[src/design/lle_pkg.sv]
package lle_pkg;

	// Default sizes of the grading lists and of the fixed-point fraction.
	localparam int CPU_ROWS_DEF  = 5;
	localparam int GPU_ROWS_DEF  = 9;
	localparam int FRAC_BITS_DEF = 16;

	// A row index runs from 0 up to and including the largest row count.
	localparam int MAX_ROWS = 16;
	localparam int IDX_W    = $clog2(MAX_ROWS + 1);

	// Field widths of the counts and of the reported levels.
	localparam int BRK_W        = 16;
	localparam int NODE_W       = 16;
	localparam int PARTICLE_W   = 16;
	localparam int ACTION_W     = 16;
	localparam int AUDIO_W      = 10;
	localparam int VERTEX_W     = 20;
	localparam int DRAW_W       = 16;
	localparam int PROC_GRADE_W = 3;
	localparam int GFX_GRADE_W  = 4;
	localparam int STATE_W      = 4;

	// Marker held in the reported-level registers while nothing is reported.
	localparam logic [STATE_W-1:0] NONE_REPORTED = 4'hf;

	localparam int CPU_COLS = 4;
	localparam int GPU_COLS = 2;
	localparam int CPU_LIST = 5;
	localparam int GPU_LIST = 9;

	// Column numbers of the breakpoint lists.
	localparam int COL_NODE     = 0;
	localparam int COL_PARTICLE = 1;
	localparam int COL_ACTION   = 2;
	localparam int COL_AUDIO    = 3;
	localparam int COL_VERTEX   = 0;
	localparam int COL_DRAW     = 1;

	typedef enum logic {
		TAB_CPU = 1'b0,
		TAB_GPU = 1'b1
	} tab_t;

	// Ascending breakpoints, one list per activity count.
	localparam logic [BRK_W-1:0] CPU_BRK [CPU_COLS][CPU_LIST] = '{
		'{16'd500, 16'd1250, 16'd1750, 16'd2750, 16'd4000},
		'{16'd500, 16'd1500, 16'd2000, 16'd2500, 16'd3500},
		'{16'd500, 16'd2000, 16'd3000, 16'd7000, 16'd10000},
		'{16'd6,   16'd20,   16'd32,   16'd50,   16'd80}
	};

	localparam logic [BRK_W-1:0] GPU_BRK [GPU_COLS][GPU_LIST] = '{
		'{16'd2000, 16'd4000, 16'd6000, 16'd8000, 16'd10000,
		  16'd15000, 16'd22000, 16'd30000, 16'd40000},
		'{16'd400, 16'd800, 16'd1000, 16'd1100, 16'd1200,
		  16'd1300, 16'd1350, 16'd1400, 16'd1450}
	};

	// Breakpoint of one row; rows past the end of a list repeat its last entry.
	function automatic logic [BRK_W-1:0] brk_at(input tab_t tab, input int col,
		input int row);
		int r;
		r = (row < 0) ? 0 : row;
		if (tab == TAB_CPU) begin
			r = (r < CPU_LIST) ? r : CPU_LIST - 1;
			return CPU_BRK[col][r];
		end else begin
			r = (r < GPU_LIST) ? r : GPU_LIST - 1;
			return GPU_BRK[col][r];
		end
	endfunction

	// Widest span between neighboring breakpoints among the first rows.
	function automatic int max_step(input tab_t tab, input int col, input int rows);
		int best;
		int prev;
		int cur;
		best = 1;
		prev = 0;
		for (int r = 0; r < rows; r++) begin
			cur = int'(brk_at(tab, col, r));
			if (cur - prev > best) begin
				best = cur - prev;
			end
			prev = cur;
		end
		return best;
	endfunction

endpackage

[src/design/lle_factor.sv]
module lle_factor #(
	parameter lle_pkg::tab_t TAB       = lle_pkg::TAB_CPU,
	parameter int            COL       = 0,
	parameter int            ROWS      = lle_pkg::CPU_ROWS_DEF,
	parameter int            FRAC_BITS = lle_pkg::FRAC_BITS_DEF,
	parameter int            VALUE_W   = 16
) (
	input  logic                                  clk,
	input  logic                                  en,
	input  logic [VALUE_W-1:0]                    value,
	output logic [lle_pkg::IDX_W+FRAC_BITS-1:0]   factor_s2
);
	import lle_pkg::*;

	// Every offset into a span lies below the widest span, so it fits in STEP_L bits.
	localparam int STEP_MAX = max_step(TAB, COL, ROWS);
	localparam int STEP_L   = (STEP_MAX <= 1) ? 1 : $clog2(STEP_MAX);
	// With a reciprocal scaled by 2**(FRAC_BITS + SHIFT) the truncated quotient is
	// exact for every offset below its span.
	localparam int SHIFT    = 2 * STEP_L;
	localparam int M_W      = FRAC_BITS + SHIFT + 1;
	localparam int P_W      = STEP_L + M_W;
	localparam int CMP_W    = (VALUE_W > BRK_W) ? VALUE_W : BRK_W;

	logic [ROWS-1:0]      below;
	logic [ROWS-1:0]      first;
	logic [CMP_W-1:0]     base_r [ROWS];
	logic [M_W-1:0]       recip_r [ROWS];
	logic [CMP_W-1:0]     base;
	logic [M_W-1:0]       recip;
	logic [IDX_W-1:0]     idx;
	logic [CMP_W-1:0]     diff;
	logic [P_W-1:0]       product;
	logic [FRAC_BITS-1:0] quot;

	// Per row: compare against the breakpoint and hold the span constants.
	for (genvar r = 0; r < ROWS; r++) begin : g_row
		localparam longint unsigned CUR   = longint'(brk_at(TAB, COL, r));
		localparam longint unsigned PREV  = (r == 0) ? 64'd0 :
			longint'(brk_at(TAB, COL, r - 1));
		localparam longint unsigned STEP  = (CUR > PREV) ? CUR - PREV : 64'd1;
		localparam longint unsigned RECIP =
			((64'd1 << (FRAC_BITS + SHIFT)) + STEP - 64'd1) / STEP;

		assign below[r]   = CMP_W'(value) < CMP_W'(CUR);
		assign base_r[r]  = CMP_W'(PREV);
		assign recip_r[r] = M_W'(RECIP);

		if (r == 0) begin : g_head
			assign first[r] = below[r];
		end else begin : g_tail
			assign first[r] = below[r] & ~below[r-1];
		end
	end

	// Pick the span that holds the value; past the last breakpoint the index
	// saturates and the fraction is zero.
	always_comb begin
		base  = '0;
		recip = '0;
		idx   = IDX_W'(ROWS);
		for (int r = 0; r < ROWS; r++) begin
			if (first[r]) begin
				base  = base_r[r];
				recip = recip_r[r];
				idx   = IDX_W'(r);
			end
		end
	end

	// Offset divided by the span, as a multiply by its reciprocal.
	assign diff    = CMP_W'(value) - base;
	assign product = P_W'(diff[STEP_L-1:0]) * P_W'(recip);
	assign quot    = product[SHIFT +: FRAC_BITS];

	always_ff @(posedge clk) begin
		if (en) begin
			factor_s2 <= {idx, quot};
		end
	end

endmodule

[src/design/lle_level.sv]
module lle_level #(
	parameter int NUM       = 4,
	parameter int ROWS      = lle_pkg::CPU_ROWS_DEF,
	parameter int FRAC_BITS = lle_pkg::FRAC_BITS_DEF
) (
	input  logic [NUM-1:0][lle_pkg::IDX_W+FRAC_BITS-1:0] factors,
	output logic [lle_pkg::IDX_W-1:0]                    level
);
	import lle_pkg::*;

	localparam int FAC_W   = IDX_W + FRAC_BITS;
	localparam int SUM_W   = FAC_W + $clog2(NUM);
	localparam int WHOLE_W = SUM_W - FRAC_BITS;

	logic [SUM_W-1:0]   total;
	logic [WHOLE_W-1:0] whole;

	// Sum the factors in full precision.
	always_comb begin
		total = '0;
		for (int i = 0; i < NUM; i++) begin
			total = total + SUM_W'(factors[i]);
		end
	end

	// Integer part of the sum, clamped to the row count.
	assign whole = total[SUM_W-1:FRAC_BITS];
	assign level = (whole > WHOLE_W'(ROWS)) ? IDX_W'(ROWS) : whole[IDX_W-1:0];

endmodule

[src/design/load_level_estimator.sv]
// A result passes through the input, factor and result registers.
// Throughput: one item per cycle; the stage that maps each count through its
// breakpoint list and multiplies by a span reciprocal sets the clock period.
// The whole pipeline holds while a finished result waits to be taken.
// Reset empties the pipeline and marks both levels as not yet reported.
module load_level_estimator #(
	parameter int CPU_ROWS  = lle_pkg::CPU_ROWS_DEF,
	parameter int GPU_ROWS  = lle_pkg::GPU_ROWS_DEF,
	parameter int FRAC_BITS = lle_pkg::FRAC_BITS_DEF
) (
	input  logic                              clk,
	input  logic                              arst_n,
	input  logic                              in_valid,
	output logic                              in_ready,
	input  logic [lle_pkg::NODE_W-1:0]        node_count,
	input  logic [lle_pkg::PARTICLE_W-1:0]    particle_count,
	input  logic [lle_pkg::ACTION_W-1:0]      action_count,
	input  logic [lle_pkg::AUDIO_W-1:0]       audio_count,
	input  logic [lle_pkg::VERTEX_W-1:0]      vertex_count,
	input  logic [lle_pkg::DRAW_W-1:0]        draw_count,
	input  logic                              force_report,
	output logic                              out_valid,
	input  logic                              out_ready,
	output logic [lle_pkg::PROC_GRADE_W-1:0]  proc_grade,
	output logic [lle_pkg::GFX_GRADE_W-1:0]   gfx_grade,
	output logic                              report
);
	import lle_pkg::*;

	localparam int FAC_W = IDX_W + FRAC_BITS;

	logic                     advance;
	logic                     valid_s1;
	logic                     valid_s2;
	logic [NODE_W-1:0]        node_s1;
	logic [PARTICLE_W-1:0]    particle_s1;
	logic [ACTION_W-1:0]      action_s1;
	logic [AUDIO_W-1:0]       audio_s1;
	logic [VERTEX_W-1:0]      vertex_s1;
	logic [DRAW_W-1:0]        draw_s1;
	logic                     force_s1;
	logic                     force_s2;
	logic [CPU_COLS-1:0][FAC_W-1:0] cpu_fac_s2;
	logic [GPU_COLS-1:0][FAC_W-1:0] gpu_fac_s2;
	logic [IDX_W-1:0]         cpu_full;
	logic [IDX_W-1:0]         gpu_full;
	logic [PROC_GRADE_W-1:0]  cpu_new;
	logic [GFX_GRADE_W-1:0]   gpu_new;
	logic [STATE_W-1:0]       last_cpu_eff;
	logic [STATE_W-1:0]       last_gpu_eff;
	logic                     changed;
	logic [STATE_W-1:0]       last_cpu_q;
	logic [STATE_W-1:0]       last_gpu_q;
	logic                     out_valid_q;
	logic [PROC_GRADE_W-1:0]  proc_grade_q;
	logic [GFX_GRADE_W-1:0]   gfx_grade_q;
	logic                     report_q;

	// The pipeline moves whenever the result register is free or being read.
	assign advance  = !out_valid_q || out_ready;
	assign in_ready = advance;

	// Valid flags of the stages.
	always_ff @(posedge clk or negedge arst_n) begin
		if (!arst_n) begin
			valid_s1    <= 1'b0;
			valid_s2    <= 1'b0;
			out_valid_q <= 1'b0;
		end else if (advance) begin
			valid_s1    <= in_valid;
			valid_s2    <= valid_s1;
			out_valid_q <= valid_s2;
		end
	end

	// Input register.
	always_ff @(posedge clk) begin
		if (advance) begin
			node_s1     <= node_count;
			particle_s1 <= particle_count;
			action_s1   <= action_count;
			audio_s1    <= audio_count;
			vertex_s1   <= vertex_count;
			draw_s1     <= draw_count;
			force_s1    <= force_report;
			force_s2    <= force_s1;
		end
	end

	// Processor factors.
	lle_factor #(.TAB(TAB_CPU), .COL(COL_NODE), .ROWS(CPU_ROWS),
		.FRAC_BITS(FRAC_BITS), .VALUE_W(NODE_W)) u_node (
		.clk(clk), .en(advance), .value(node_s1), .factor_s2(cpu_fac_s2[0])
	);
	lle_factor #(.TAB(TAB_CPU), .COL(COL_PARTICLE), .ROWS(CPU_ROWS),
		.FRAC_BITS(FRAC_BITS), .VALUE_W(PARTICLE_W)) u_particle (
		.clk(clk), .en(advance), .value(particle_s1), .factor_s2(cpu_fac_s2[1])
	);
	lle_factor #(.TAB(TAB_CPU), .COL(COL_ACTION), .ROWS(CPU_ROWS),
		.FRAC_BITS(FRAC_BITS), .VALUE_W(ACTION_W)) u_action (
		.clk(clk), .en(advance), .value(action_s1), .factor_s2(cpu_fac_s2[2])
	);
	lle_factor #(.TAB(TAB_CPU), .COL(COL_AUDIO), .ROWS(CPU_ROWS),
		.FRAC_BITS(FRAC_BITS), .VALUE_W(AUDIO_W)) u_audio (
		.clk(clk), .en(advance), .value(audio_s1), .factor_s2(cpu_fac_s2[3])
	);

	// Graphics factors.
	lle_factor #(.TAB(TAB_GPU), .COL(COL_VERTEX), .ROWS(GPU_ROWS),
		.FRAC_BITS(FRAC_BITS), .VALUE_W(VERTEX_W)) u_vertex (
		.clk(clk), .en(advance), .value(vertex_s1), .factor_s2(gpu_fac_s2[0])
	);
	lle_factor #(.TAB(TAB_GPU), .COL(COL_DRAW), .ROWS(GPU_ROWS),
		.FRAC_BITS(FRAC_BITS), .VALUE_W(DRAW_W)) u_draw (
		.clk(clk), .en(advance), .value(draw_s1), .factor_s2(gpu_fac_s2[1])
	);

	// Level grading.
	lle_level #(.NUM(CPU_COLS), .ROWS(CPU_ROWS), .FRAC_BITS(FRAC_BITS)) u_proc_grade (
		.factors(cpu_fac_s2), .level(cpu_full)
	);
	lle_level #(.NUM(GPU_COLS), .ROWS(GPU_ROWS), .FRAC_BITS(FRAC_BITS)) u_gfx_grade (
		.factors(gpu_fac_s2), .level(gpu_full)
	);

	assign cpu_new = cpu_full[PROC_GRADE_W-1:0];
	assign gpu_new = gpu_full[GFX_GRADE_W-1:0];

	// A forced report forgets the last reported pair before comparing.
	assign last_cpu_eff = force_s2 ? NONE_REPORTED : last_cpu_q;
	assign last_gpu_eff = force_s2 ? NONE_REPORTED : last_gpu_q;
	assign changed = (STATE_W'(cpu_new) != last_cpu_eff) ||
		(STATE_W'(gpu_new) != last_gpu_eff);

	// Last reported pair, updated as each result enters the output register.
	always_ff @(posedge clk or negedge arst_n) begin
		if (!arst_n) begin
			last_cpu_q <= NONE_REPORTED;
			last_gpu_q <= NONE_REPORTED;
		end else if (advance && valid_s2) begin
			if (changed) begin
				last_cpu_q <= STATE_W'(cpu_new);
				last_gpu_q <= STATE_W'(gpu_new);
			end else if (force_s2) begin
				last_cpu_q <= NONE_REPORTED;
				last_gpu_q <= NONE_REPORTED;
			end
		end
	end

	// Result register.
	always_ff @(posedge clk) begin
		if (advance) begin
			proc_grade_q <= cpu_new;
			gfx_grade_q  <= gpu_new;
			report_q     <= changed;
		end
	end

	assign out_valid  = out_valid_q;
	assign proc_grade = proc_grade_q;
	assign gfx_grade  = gfx_grade_q;
	assign report     = report_q;

`ifndef SYNTH
	// The held result always matches the last reported pair.
	a_state_matches: assert property (@(posedge clk) disable iff (!arst_n)
		out_valid_q |-> (last_cpu_q == STATE_W'(proc_grade_q)) &&
			(last_gpu_q == STATE_W'(gfx_grade_q)))
		else $error("reported pair does not match the held result");

	// A forced item always leaves with its report flag set.
	a_force_reports: assert property (@(posedge clk) disable iff (!arst_n)
		(advance && valid_s2 && force_s2) |=> (out_valid_q && report_q))
		else $error("forced item was not reported");

	// An item in the last stage reaches the output when the pipeline moves.
	a_stage_flow: assert property (@(posedge clk) disable iff (!arst_n)
		(advance && valid_s2) |=> out_valid_q)
		else $error("item lost between the last stage and the output");
`endif

endmodule
[config.mk]
export PLATFORM = sky130hd
export DESIGN_NAME = load_level_estimator
export DESIGN_NICKNAME = d
export VERILOG_FILES = /design/src/design/lle_pkg.sv /design/src/design/lle_factor.sv /design/src/design/lle_level.sv /design/src/design/load_level_estimator.sv
export SDC_FILE = /design/constraint.sdc
export NUM_CORES = 2
export LEC_CHECK = 0
export BUFFER_PORTS_ARGS = -buffer_cell sky130_fd_sc_hd__buf_2
export CAP_MARGIN = 20
export CORE_AREA = 8 8 325 327
export DETAILED_ROUTE_END_ITERATION = 16
export DIE_AREA = 0 0 333 335
export PLACE_DENSITY_LB_ADDON = 0.3
export SYNTH_ARGS = -nofsm -noshare
export SYNTH_HDL_FRONTEND = slang
export SYNTH_HIERARCHICAL = 1
export SYNTH_SLANG_ARGS = --single-unit
[constraint.sdc]
create_clock -name clk -period 9.2 [get_ports clk]
set_input_delay 1.84 -clock clk [delete_from_list [all_inputs] [get_ports clk]]
set_output_delay 1.84 -clock clk [all_outputs]
set_load 0.1 [all_outputs]
==> run_results.csv <==
group,metric,value,unit
floorplanning,rows,117,
timing,tightest_slew,1100,ps
setup_path,crit_start,"vertex_s1[19]$_DFFE_PN_",
drt,wire_per_inst,22.5,microns
setup_path,cp-end-kind,"flop",
cts,clkTransAtPathRegs,70,ps
synth,synth_area,59500,sq um
power_and_ir_drop,power_switching,0.00732,W
final_layout,drive_above_1_share,14.2,%
setup_path,cp_slowest_cell,"or4b_4",
synth,synth_cells,6406,
power_and_ir_drop,p_int,0.00673,W
setup_path,endpoint,"u_vertex/factor_s2[11]$_DFFE_PP_",
grt,grt_pass1_wl,287000,microns
cts,clock_latency,600,ps
hold_path,min_from,"valid_s2$_DFFE_PN0N_",
drt,vias_per_cell,5.63,
timing,hold_slack,497,ps
setup_path,r2r_start,"vertex_s1[19]$_DFFE_PN_",
power_and_ir_drop,swShare,52.1,%
cts,cts.path.max_buffers,3,
floorplanning,pin_count,109,
timing,fin_skew,58.6,ps
power_and_ir_drop,clkPwrFrac,9.5,%
grt,grt_start_max_net_pins,123,
setup_path,worst-r2r-cell-count,40,
setup_path,cp_slowest_stage_delay,530,ps
cts,cts_tree,"yes",
final_layout,syn2layout_area_growth,13.0,%
synth,avgSynthCellArea,9.29,sq um
floorplanning,dieArea,112000,sq um
drt,drt-initial-drc-count,4022,
placement,gp_congestion,1.07,
final_layout,finalNonFillerCells,8274,
outcome,violations,"setup timing",
setup_path,criticalPathCategory,"flop to flop",
timing,rsz0062_at_grt,"true",
power_and_ir_drop,p_seq_share,12.4,%
timing,fmax,104,MHz
grt,globalRouteOverflowTotal,0,
timing,hold_violations,0,
hold_path,whs_path_depth,1,
placement,dp.cells,8155,
floorplanning,chipWidth,333,microns
grt,first_global_vias,49800,
grt,track_usage,33.6,%
drt,route.top_layer_used,"met5",
cts,htree_levels,2,
final_layout,fill_cells,8298,
job,max_cap_violations,0,
drt,vias,46500,
placement,preCtsSetupSlack,-569,ps
power_and_ir_drop,power_frac_comb,78.1,%
setup_path,r2r-end,"u_vertex/factor_s2[11]$_DFFE_PP_",
placement,hpwl,159000,microns
drt,drt-met1-wl,73700,microns
timing,finalCritPeriodShare,105,%
setup_path,cp_common_cell,"fa_1",
power_and_ir_drop,p_leak,35.1,nW
hold_path,holdCritPathClass,"flop to flop",
drt,routed_wl,186000,microns
setup_path,crit_path_max_fanout,6,
cts,numClockSinks,231,
outcome,run_status,"finished, violations left",
floorplanning,initial_core_util,59.1,%
drt,dr.pass1.iters,6,
timing,setup_viol,16,
drt,wl_met3,15500,microns
timing,finalCriticalPeriod,9640,ps
cts,cts_root_buf,"clkbuf_16",
power_and_ir_drop,power_density,209,nW/um^2
power_and_ir_drop,ir_drop,223,uV
setup_path,required,9560,ps
timing,timing.final.ws_setup,-445,ps
final_layout,mostFrequentLayoutCells,"inv_1, fa_1, nand2_1",
drt,wl_met2,86000,microns
drt,drc,0,
synth,ys_warn_count,6,
setup_path,arrival,10000,ps
grt,antenna_found_initial,6,
final_layout,layout_commonest_cell,"inv_1",
floorplanning,coreArea,101000,sq um
placement,portBuffers,108,
drt,ant_nets,0,
timing,slew_violations,0,
setup_path,rrSetupSlack,-440,ps
setup_path,setup.worst_path.start_class,"flop",
final_layout,fin_nets,8790,
floorplanning,die_y,335,microns
timing,slew_headroom,26.0,%
cts,cts-buffers-inserted,34,
## state kept, by name, indices dropped and copies added (netlist names), 3 cells and up
name,cells
draw_s1,16
u_particle/factor_s2,19
vertex_s1,20
u_action/factor_s2,19
u_audio/factor_s2,19
audio_s1,10
u_vertex/factor_s2,20
u_draw/factor_s2,20
gfx_grade,4
last_cpu_q,4
node_s1,16
action_s1,16
u_node/factor_s2,19
last_gpu_q,4
particle_s1,16
proc_grade,3
## stage by stage
step	setup TNS, ps	util, %	power (W)	cell area, sq um
2_1_floorplan	-100	-	0.00880	59700
3_3_place_gp	-4050	64.4	0.0121	64800
3_5_place_dp	-5800	64.4	0.0123	64800
4_1_cts	-2570	65.9	0.0138	66300
5_1_grt	-9790	66.8	0.0154	67300
6_report	-4730	66.8	0.0141	67300
## routing by layer
| layer | GRT usage, % | vias up |
|---|---|---|
| met5 | 0 | - |
| met1 | 43.7 | 23200 |
| met2 | 54.4 | 2105 |
| li1 | - | 20700 |
| met3 | 6.49 | 527 |
| met4 | 15.7 | 4 |
## timing repair
| action | in CTS | in global routing |
|---|---|---|
| setup endpoints to repair | 23 | 54 |
| pin swaps | 47 | 103 |
| hold buffers | 0 | 0 |
| resized for setup | 55 | 140 |
| cloned | 0 | 1 |
| setup buffers | 22 | 38 |
## power by group through the flow
stage          registers, W  logic (W)  clock network, W
5_1_grt             0.00177     0.0122           0.00140
2_1_floorplan       0.00175    0.00705                 0
3_5_place_dp        0.00176     0.0106                 0
4_1_cts             0.00175     0.0107           0.00137
3_3_place_gp        0.00176     0.0103                 0
6_report            0.00175     0.0110           0.00133
## worst min path at each step
stage	end	slack, ps
floorplan	force_s2$_DFFE_PN_	400
CTS	last_cpu_q[3]$_DFFE_PN1P_	500
global placement	out_valid$_DFFE_PN0N_	480
finish	out_valid$_DFFE_PN0N_	500
global route	last_cpu_q[3]$_DFFE_PN1P_	520
detailed placement	last_cpu_q[3]$_DFFE_PN1P_	490
## cell type report
type | instances | area [sq um] | share of cell area, %
sequential | 231 | 6890 | 10.2
timing repair buffer | 632 | 4590 | 6.82
clock inverter | 23 | 235 | 0.350
clock buffer | 36 | 880 | 1.31
tap | 1309 | 1640 | 2.44
inverter | 1754 | 6590 | 9.79
multi-input combinational | 4288 | 46400 | 69.0
antenna | 1 | 2.50 | 0.00372
## worst max-delay path, delay by kind of cell (launching register included)
kind            cells  cell delay [ps]
fa+ha+maj           8             3510
simple gates       11             2130
compound gates     10             1700
buf+inv             9             1350
flops               1              440
xor+xnor            2              250
No activity file was read; power rests on OpenSTA's default activity.
